$ cat src/rtl/kti_ram.sv
// Generic single-write, single-read RAM with registered read data.
// No dependencies.
`default_nettype none

module kti_ram #(
  parameter int WIDTH = 16,
  parameter int DEPTH = 256
) (
  input  wire logic                     clk,
  input  wire logic                     we,
  input  wire logic [$clog2(DEPTH)-1:0] waddr,
  input  wire logic [WIDTH-1:0]         wdata,
  input  wire logic [$clog2(DEPTH)-1:0] raddr,
  output logic      [WIDTH-1:0]         rdata
);

  logic [WIDTH-1:0] mem [DEPTH];

  always_ff @(posedge clk) begin
    if (we) begin
      mem[waddr] <= wdata;
    end
    rdata <= mem[raddr];
  end

endmodule

`default_nettype wire

$ cat config.mk
export PLATFORM = sky130hd
export DESIGN_NAME = kti_ram
export DESIGN_NICKNAME = d
export VERILOG_FILES = /design/src/rtl/kti_ram.sv
export SDC_FILE = /design/constraint.sdc
export NUM_CORES = 2
export LEC_CHECK = 0
export ABC_AREA = 0
export BUFFER_PORTS_ARGS = -buffer_cell sky130_fd_sc_hd__clkbuf_2
export CAP_MARGIN = 30
export CORE_MARGIN = 2
export CORE_UTILIZATION = 40
export CTS_CLUSTER_DIAMETER = 30
export DETAILED_ROUTE_END_ITERATION = 10
export GPL_TIMING_DRIVEN = 0
export PLACE_DENSITY = 0.57
export SETUP_SLACK_MARGIN = 0.5
export SYNTH_ARGS = -nofsm -noshare
export SYNTH_HDL_FRONTEND = slang
export SYNTH_SLANG_ARGS = --single-unit
$ cat constraint.sdc
create_clock -name clk -period 5.5 [get_ports clk]
set_input_delay 1.1 -clock clk [delete_from_list [all_inputs] [get_ports clk]]
set_output_delay 1.1 -clock clk [all_outputs]
set_load 0.005 [all_outputs]
==> results.md <==
* GRT Total Usage at 25.3%
* Post-CTS Hold Fix Bufs at 0
* Maximum operating frequency at 198 MHz
* Peak supply drop at 0.357 mV
* Largest buffer count on any clock path at 4
* First-pass detailed-route iteration total at 10
* Number of synthesized flops with an enable pin at 4096
* Die width at 634 um
* Number of remaining DRC errors at 0
* RSZ-0062 raised after global routing: no
* Xor/xnor share of the synthesized area at 0%
* Pin count of the biggest net entering global routing at 135
* Commonest cells in the netlist: edfxtp_1, mux4_2, mux2i_1
* Area Overhead vs Synth at 25.1%
* Number of DRC markers in iteration 0 at 12800
* Synth Net Count at 7394
* Final Skew at 0.0639 ns
* Critical path peak fanout at 10
* # nets final at 8539
* Min-delay worst type: in -> reg
* Mapped Cells at 7360
* Clock power share at 54.9%
* Mean post-synth cell area at 21.6 um2
* Crit path launch: raddr[2]
* Largest family of logic cells by synthesized area: multiplexers
* Routability cong. at 0.972
* Final period util at 91.7%
* Period minus WS final at 5.04 ns
* Core area at 395000 um2
* FF-to-FF path depth at 6
* Critical path arrival at 5.90 ns
* Top cells by area, synth: edfxtp_1, mux4_2, mux2i_1
* Switch share at 22.5%
* CTS buffer count at 728
* Mux share of post-synthesis cell area at 15.5%
* Clock latency on the worst-skew pair at 1.06 ns
* Logic pwr share at 4.6%
* Req. time, crit path at 6.36 ns
* Clock Tree Root: clkbuf_16
* Int Power at 0.0663 W
* Critical Path End Type: register
* Warnings, synthesis at 0
* Setup TNS at 0 ns
* Startpoint Class: input pin
* Crit path kind: in -> reg
* Grt ovf at 0
* Htree depth at 6
* Final setup vio count at 0
* Synth Area in Compound Gates at 3.54%
* Port Buf Inserts at 39
* #FFs+latches synth at 4112
* R2R Path End: rdata[13]$_DFF_P_
* Initial antenna violation count at 40
* Worst r2r src: mem[193][13]$_DFFE_PP_
* Status: finished, final reports clean
* Ys async rst share at 0%
* CTS Sinks at 4112
* Most used DFF post-synth: edfxtp_1
* CP endpoint: rdata[13]$_DFF_P_
* Synth top area share at 77.5%
* Cell with the most instances after synthesis: edfxtp_1
* Synth Area in Simple Gates at 1.57%
* Post-Syn Area at 159000 um2
* Static leakage at 64.5 nW
* Seq/Total Area, Yosys at 77.7%
* Reg clk slew, reported paths at 0.05 ns
* Worst rel slew slack at 18.4%
* Initial core utilization at 40.1%
* First-pass GRT wire length at 697000 um
* Final ANT Viol Nets at 0
* NetSw at 0.0193 W
* WL/cell at 35.7 um
* Seq pwr share at 40.5%
* Vias per cell at 5.96
* Final Hold Viols at 0
* Final HPWL DP at 357000 um
* Worst-Margin Slew at 1.21 ns
* Max-cap viol count at 0
* Final Max Tran Viols at 0
* Via Count at 85900
* I/O pin count at 50
* Full die area at 402000 um2
* Non-filler cells in the finished layout at 14400
* R2R setup slack at 2.18 ns
* Vias in the first global route at 84800
* Layout cells sized above 1 at 33.0%
* FP Rows at 231
* PD cells at 431 nW/um2
* Chip height at 634 um
* Post-Synth Adder-Cell Area at 0%
* Synth cell types at 52
* Largest area contributor in the netlist: edfxtp_1
* Min Hold Slack at 0.411 ns
* Placed Cells at 13000
* DRT Wirelength at 514000 um
* TritonCTS clock tree: done
worst min-delay path by stage:
stage                     startpoint                    end  depth (start not counted)
2_1_floorplan  mem[232][1]$_DFFE_PP_       rdata[1]$_DFF_P_                          6
3_3_place_gp   mem[218][5]$_DFFE_PP_       rdata[5]$_DFF_P_                          6
3_5_place_dp   mem[234][1]$_DFFE_PP_       rdata[1]$_DFF_P_                          6
4_1_cts                    wdata[11]  mem[73][11]$_DFFE_PP_                          1
5_1_grt                    wdata[11]  mem[74][11]$_DFFE_PP_                          1
6_report                   wdata[11]  mem[93][11]$_DFFE_PP_                          1
routing by layer:
layer  wire, um  track usage, %
met5         37               0
met2     235000            38.7
met1     196000            34.0
met4      25300            11.2
met3      58200            6.99
flip-flops by register name (all words and copies together) (netlist names):
signal	cells
rdata	16
mem	4096
worst max-delay path, stage by stage:
cell	delay [ns]
buf_2	0.54
clkbuf_1	0.45
buf_8	0.24
buf_2	0.59
clkbuf_1	0.67
buf_8	0.24
clkbuf_1	0.27
buf_8	0.22
a21oi_1	0.06
nor3_1	0.35
nor3_1	0.26
nor4_1	0.83
area by class of cell:
class	instances	area [um2]
clock buffer	807	18600
sequential	4112	123000
buffer	452	2710
inverter	4	15.0
clock inverter	561	7480
multi-input combinational	2792	33400
fill	31300	197000
timing repair buffer	415	6390
antenna	19	47.5
tap	5242	6560
metrics by stage:
| step | util [%] | area, um2 | power (W) | setup slack [ns] |
|---|---|---|---|---|
| 2_1_floorplan | - | 159000 | 0.0369 | 2.24 |
| 3_3_place_gp | 41.8 | 165000 | 0.0391 | -2.42 |
| 3_5_place_dp | 43.6 | 172000 | 0.0391 | -0.745 |
| 4_1_cts | 50.2 | 198000 | 0.0858 | 0.580 |
| 5_1_grt | 50.2 | 198000 | 0.0874 | 0.686 |
| 6_report | 50.2 | 199000 | 0.0856 | 0.456 |
placed cells by master (no fill, tap or decap), drive strengths merged, types with 3 or more instances in the layout:
cell         n
a31oi        6
mux2i      565
a221oi      28
bufinv     121
a211oi      18
clkinvlp    95
nor3        92
nand2b       3
clkinv     268
a22o        32
o31ai       16
nand3       35
o32ai       21
inv         81
buf        594
o21ai       38
and3        11
o22ai      148
a2111oi      6
nor2b        9
nor4        18
nand4       26
edfxtp    4096
o221ai     253
clkbuf    1080
mux4       797
dfxtp       16
nand4b       3
diode       19
nand2       38
a21oi      175
mux2        88
or2          5
a22oi       43
nor2       304
power by group through the flow:
stage / sequential, W / combinational (W) / clock (W)
global route: 0.0346 / 0.00404 / 0.0488
floorplan: 0.0352 / 0.00170 / 0
CTS: 0.0346 / 0.00391 / 0.0473
finish: 0.0346 / 0.00397 / 0.0470
global placement: 0.0354 / 0.00361 / 0
detailed placement: 0.0352 / 0.00390 / 0
cells by family (layout without fill, tap and decap cells):
| logic type | after synthesis | count (layout) |
|---|---|---|
| DFF | 4112 | 4112 |
| muxes | 1450 | 1450 |
| AOI/OAI and AO/OA | 786 | 786 |
| and+or+nand+nor | 556 | 556 |
| buffers and inverters | 456 | 2239 |
| other | 0 | 19 |
repair_timing:
action,4_1_cts,5_1_grt
endpoints found under the setup margin,3,0
setup buffers,0,0
resized for setup,3,0
Note: power is estimated with default switching activity, not from simulation.
