## config.mk

```make
export PLATFORM = sky130hd
export DESIGN_NAME = kti_muldiv
export DESIGN_NICKNAME = d
export VERILOG_FILES = /design/src/rtl/kti_pkg.sv /design/src/rtl/kti_muldiv.sv
export SDC_FILE = /design/constraint.sdc
export NUM_CORES = 1
export LEC_CHECK = 0
export CORE_MARGIN = 10
export CORE_UTILIZATION = 30
export CTS_BUF_LIST = sky130_fd_sc_hd__clkbuf_16
export DETAILED_ROUTE_END_ITERATION = 16
export DONT_BUFFER_PORTS = 1
export GPL_TIMING_DRIVEN = 0
export MAX_ROUTING_LAYER = met4
export PLACE_DENSITY_LB_ADDON = 0.25
export SLEW_MARGIN = 15
export SYNTH_ARGS = -nofsm -noshare
export SYNTH_HDL_FRONTEND = slang
export SYNTH_SLANG_ARGS = --single-unit
```

## constraint.sdc

```tcl
create_clock -name clk -period 5.52 [get_ports clk]
set_clock_uncertainty 0.15 [all_clocks]
set_input_delay 0.828 -clock clk [delete_from_list [all_inputs] [get_ports clk]]
set_output_delay 0.828 -clock clk [all_outputs]
set_load 0.03 [all_outputs]
```

## src/rtl/kti_pkg.sv

```systemverilog
// Shared types and constants of the keyframe track interpolator.
// No dependencies; used by kti_muldiv and the top module.
`default_nettype none

package kti_pkg;

  localparam int DEF_MAX_ROWS   = 256;
  localparam int DEF_CHANNELS   = 4;
  localparam int DEF_VALUE_BITS = 16;
  localparam int DEF_TIME_BITS  = 32;

  localparam int MODE_BITS      = 2;
  localparam int CHANNEL_BITS   = 2;
  localparam int SAMPLE_BITS    = 16;
  localparam int TARGET_BITS    = 16;
  localparam int SOURCE_BITS    = 3;
  localparam int STATUS_BITS    = 2;
  localparam int CFG_INDEX_BITS = 3;
  localparam int CFG_DATA_BITS  = 16;
  localparam int MASK_BITS      = 4;
  localparam int DEFAULT_REGS   = 4;

  typedef enum logic [MODE_BITS-1:0] {
    MODE_CLEAR  = 2'd0,
    MODE_APPEND = 2'd1,
    MODE_WRITE  = 2'd2,
    MODE_QUERY  = 2'd3
  } mode_t;

  localparam logic [SOURCE_BITS-1:0] SRC_DEFAULT = 3'd0;
  localparam logic [SOURCE_BITS-1:0] SRC_FIRST   = 3'd1;
  localparam logic [SOURCE_BITS-1:0] SRC_LAST    = 3'd2;
  localparam logic [SOURCE_BITS-1:0] SRC_INTERP  = 3'd3;
  localparam logic [SOURCE_BITS-1:0] SRC_NONE    = 3'd4;

  localparam logic [STATUS_BITS-1:0] STS_OK       = 2'd0;
  localparam logic [STATUS_BITS-1:0] STS_FULL     = 2'd1;
  localparam logic [STATUS_BITS-1:0] STS_NOT_INC  = 2'd2;
  localparam logic [STATUS_BITS-1:0] STS_NO_ROW   = 2'd3;

  localparam logic [CFG_INDEX_BITS-1:0] REG_LINEAR_MASK = 3'd0;
  localparam logic [CFG_INDEX_BITS-1:0] REG_DEFAULT_CH0 = 3'd1;
  localparam logic [CFG_INDEX_BITS-1:0] REG_DEFAULT_CH1 = 3'd2;
  localparam logic [CFG_INDEX_BITS-1:0] REG_DEFAULT_CH2 = 3'd3;
  localparam logic [CFG_INDEX_BITS-1:0] REG_DEFAULT_CH3 = 3'd4;

  localparam logic [MASK_BITS-1:0] MASK_RESET = 4'hF;

  typedef enum logic [3:0] {
    ST_IDLE,
    ST_EXEC,
    ST_APP_CLR,
    ST_RS_RD,
    ST_RS_EV,
    ST_BS_RD,
    ST_BS_CMP,
    ST_EDGE_RD,
    ST_EDGE_EV,
    ST_L_RD,
    ST_L_EV,
    ST_R_RD,
    ST_R_EV,
    ST_LERP,
    ST_MD_WAIT,
    ST_DONE
  } state_t;

  typedef enum logic [1:0] {
    MD_IDLE,
    MD_MUL,
    MD_DIV
  } md_state_t;

  typedef struct packed {
    logic start;
  } md_ctrl_t;

  typedef struct packed {
    logic busy;
    logic done;
  } md_stat_t;

endpackage

`default_nettype wire

```

## src/rtl/kti_muldiv.sv

```systemverilog
// Iterative multiply-then-divide unit: quo = (a * b) / d, rem_nz = remainder != 0.
// Shift-add multiply, then restoring divide, one bit a cycle. Uses kti_pkg.
`default_nettype none

module kti_muldiv #(
  parameter int A_BITS = 32,
  parameter int B_BITS = 17,
  parameter int D_BITS = 32
) (
  input  wire logic              clk,
  input  wire logic              rst,
  input  wire kti_pkg::md_ctrl_t ctrl,
  output kti_pkg::md_stat_t      stat,
  input  wire logic [A_BITS-1:0] a,
  input  wire logic [B_BITS-1:0] b,
  input  wire logic [D_BITS-1:0] d,
  output logic      [B_BITS-1:0] quo,
  output logic                   rem_nz
);

  import kti_pkg::*;

  localparam int P_BITS   = A_BITS + B_BITS;
  localparam int CNT_BITS = $clog2(P_BITS + 1);

  md_state_t             state, state_next;
  logic [P_BITS-1:0]     a_sh, a_sh_next;
  logic [B_BITS-1:0]     b_sh, b_sh_next;
  logic [P_BITS-1:0]     prod, prod_next;
  logic [D_BITS-1:0]     d_q, d_q_next;
  logic [D_BITS-1:0]     rem, rem_next;
  logic [B_BITS-1:0]     quo_next;
  logic [CNT_BITS-1:0]   cnt, cnt_next;
  logic                  done, done_next;
  logic [D_BITS:0]       rem_sh;
  logic                  ge;

  assign rem_sh = {rem, prod[P_BITS-1]};
  assign ge     = rem_sh >= {1'b0, d_q};

  always_ff @(posedge clk) begin
    if (rst) begin
      state <= MD_IDLE;
      done  <= 1'b0;
    end else begin
      state <= state_next;
      done  <= done_next;
    end
    a_sh <= a_sh_next;
    b_sh <= b_sh_next;
    prod <= prod_next;
    d_q  <= d_q_next;
    rem  <= rem_next;
    quo  <= quo_next;
    cnt  <= cnt_next;
  end

  always_comb begin
    state_next = state;
    a_sh_next  = a_sh;
    b_sh_next  = b_sh;
    prod_next  = prod;
    d_q_next   = d_q;
    rem_next   = rem;
    quo_next   = quo;
    cnt_next   = cnt;
    done_next  = 1'b0;
    unique case (state)
      MD_IDLE: begin
        if (ctrl.start) begin
          a_sh_next  = P_BITS'(a);
          b_sh_next  = b;
          d_q_next   = d;
          prod_next  = '0;
          cnt_next   = CNT_BITS'(B_BITS);
          state_next = MD_MUL;
        end
      end
      MD_MUL: begin
        if (b_sh[0]) begin
          prod_next = prod + a_sh;
        end
        a_sh_next = a_sh << 1;
        b_sh_next = b_sh >> 1;
        cnt_next  = cnt - 1'b1;
        if (cnt == CNT_BITS'(1)) begin
          cnt_next   = CNT_BITS'(P_BITS);
          rem_next   = '0;
          quo_next   = '0;
          state_next = MD_DIV;
        end
      end
      MD_DIV: begin
        rem_next  = ge ? D_BITS'(rem_sh - {1'b0, d_q}) : rem_sh[D_BITS-1:0];
        quo_next  = {quo[B_BITS-2:0], ge};
        prod_next = prod << 1;
        cnt_next  = cnt - 1'b1;
        if (cnt == CNT_BITS'(1)) begin
          done_next  = 1'b1;
          state_next = MD_IDLE;
        end
      end
      default: state_next = MD_IDLE;
    endcase
  end

  assign rem_nz    = |rem;
  assign stat.busy = state != MD_IDLE;
  assign stat.done = done;

endmodule

`default_nettype wire

```

==> impl_metrics.csv <==
group,metric,value,unit
place,place_hpwl,25.5,mm
yosys,synth_cell_type_count,83,
critical_path,crit_top_cell,"o21ai_0",
detailed_routing,drc,0,
clocking,clk_pin_slew,60,ps
finish,antenna_cells,0,
yosys,synth_flop_cell,"edfxtp_1",
floorplan,rows,76,
clocking,clockBufferDepth,3,
sta,finalSetupTns,0,ps
clocking,cts_buffers,26,
yosys,synth_top_cell_by_area,"edfxtp_1",
flow_run,max_cap_viol_count,0,
critical_path,critPathKind,"register to register",
finish,fin_area,14800,sq um
sta,fin_ws,1870,ps
critical_path,cp_data_required_time,5640,ps
yosys,ys_async_sr_fraction,0,
critical_path,end_kind,"register",
yosys,syn_nets,1406,
floorplan,initial_core_util,0.303,
sta,fin_crit,3650,ps
floorplan,die_h,229,microns
critical_path,crit_family,"compound AO/OA/AOI/OAI gates",
detailed_routing,viasPerCell,4.98,
yosys,synth.yosys.seq_area_share,0.470,
sta,fin_crit_sh,0.661,
global_routing,antenna_found_initial,0,
clocking,hold_buffers,0,
floorplan,core,43100,sq um
clocking,clk_latency,550,ps
yosys,ys_seq_elements,205,
critical_path,start_kind,"register",
finish,syn_to_final_growth,13.2,%
place,io_buffers,0,
floorplan,die_w,229,microns
global_routing,grtUsageMet2,0.211,
yosys,ys_top_cells_by_count,"edfxtp_1 (202), nand2_1 (106), a21oi_1 (91)",
clocking,clkSinkCount,205,
sta,slew_viol_final,0,
global_routing,grt_max_degree,44,
yosys,synth_area,13000,sq um
detailed_routing,antenna_left,0,
clocking,cts_root_buf,"clkbuf_16",
sta,worst_pin_slew,952,ps
place,post-place-cells,1829,
critical_path,critPathArrivalTime,3770,ps
global_routing,grt.busiest_layer,"met2",
yosys,syn_area_per_cell,10.6,sq um
place,dp_slack,1870,ps
detailed_routing,wl_per_cell,18.0,microns
sta,setup_viol,0,
finish,fin_util,0.343,
sta,rsz0062_at_grt,"false",
global_routing,grt_pass1_wl,53.7,mm
hold_path,hold_class,"input port to register",
place,place_congestion,0.829,
power,leakage,5.60,nW
critical_path,cp_cell_sequence,"ha_1 -> a21o_1 -> or3_1 -> o211ai_1 -> a21oi_1 -> nor4b_4 -> nor2_1 -> a21boi_1 -> o21ai_0 -> xnor2_1 -> o21ai_0",
sta,holdWs,196,ps
critical_path,crit_fanout,5,
finish,instances_no_fill,1876,
critical_path,crit_slowest_cell,"nor4b_4",
power,power.density,325,nW/um^2
yosys,synthCells,1234,
detailed_routing,drt-total-wl,33.7,mm
clocking,htree_levels,1,
global_routing,grtUsageMet1,0.163,
sta,hold_viol_final,0,
yosys,synth_top_area_share,0.465,
yosys,synth_edf_count,202,
detailed_routing,drt-initial-drc-count,699,
yosys,yosys-top-cells-area,"edfxtp_1 (46%), ha_1 (8.2%), mux2_2 (4.1%)",
clocking,cts_tree,"done",
yosys,yosysWarnings,0,
yosys,synth_most_common_cell,"edfxtp_1",
floorplan,dieArea,52200,sq um
run_status,status,"finished clean",
detailed_routing,vias,9345,
global_routing,grt_overflow,0,
clocking,postCtsSetupBuffers,0,
finish,drive_gt1_frac,0.104,
sta,max_slew_margin,0.365,
critical_path,path_buf_inv,0,
floorplan,ios,104,
global_routing,met3_usage,0.0232,
critical_path,crit_path_max_incr_delay,420,ps
global_routing,track_usage,0.129,
global_routing,grt_pass1_vias,9516,
finish,nets,1444,
power,ir_drop,224,uV
clocking,postCtsResizedCells,0,
sta,fmax,0.274,GHz
power,power,4.79,mW
detailed_routing,firstDrtPassIters,5,
place,placed_cell_area,13900,sq um
==> worst paths after layout <==
kind                            startpoint       end  slack, ps  cells past startpoint
worst min-delay path                   rst  state[1]        200                      1
worst max register to register     a_sh[5]  prod[42]       1870                     11
worst min register to register    state[1]  state[1]        370                      2
worst max-delay path               a_sh[5]  prod[42]       1870                     11
==> cell usage in the layout (no fill, tap or decap), drive strengths merged, types with 13 or more instances in the layout <==
cell type,n
a21oi,94
nand3,20
o21bai,14
inv,71
o21ai,88
a21o,44
mux2i,24
nand4,19
nor2b,15
and2,41
xnor2,44
xor2,30
mux2,47
ha,86
buf,20
nand2,107
edfxtp,202
clkbuf,72
a211oi,13
nor2,81
==> logic make-up (layout without fill, tap and decap cells) <==
logic type | Yosys count | count (layout) | share of synthesized area
flops | 205 | 205 | 0.470
compound gates | 329 | 329 | 0.166
mux | 71 | 71 | 0.0590
fa+ha+maj | 88 | 88 | 0.0855
simple gates | 347 | 347 | 0.132
xor+xnor | 74 | 74 | 0.0497
buf+inv | 120 | 177 | 0.0387
==> sequential cells by signal, indices dropped and copies added (netlist names) <==
signal,flops
done,1
rem,32
prod,49
cnt,6
quo,17
a_sh,49
state,2
b_sh,17
d_q,32
==> worst register-to-register path: stages, from the launching register on <==
cell	delay, ps
edfxtp_1	410
ha_1	400
a21o_1	220
or3_1	350
o211ai_1	370
a21oi_1	170
nor4b_4	420
nor2_1	160
a21boi_1	320
o21ai_0	160
xnor2_1	160
o21ai_0	90
==> final cells by class <==
class / instances / area, sq um
flip-flops and latches: 205 / 6130
inverters: 65 / 244
clock inverters: 20 / 140
repair buffers: 10 / 144
multi-input cells: 909 / 6440
clock buffers: 27 / 676
fillers: 4423 / 28300
well taps: 585 / 732
plain buffers: 55 / 262
==> per-layer routing <==
| metal | vias up | wire, microns |
|---|---|---|
| met1 | 4518 | 15500 |
| met2 | 150 | 16100 |
| met4 | 0 | 811 |
| met5 | - | 0 |
| met3 | 47 | 1270 |
| li1 | 4630 | - |
==> power breakdown <==
group | switching (mW) | internal [mW] | total, mW | leakage (nW)
Sequential | 0.0814 | 1.89 | 1.97 | 1.95
Clock | 0.674 | 0.968 | 1.64 | 0.420
Combinational | 0.701 | 0.481 | 1.18 | 3.23
Note: power is estimated with default switching activity, not from simulation.
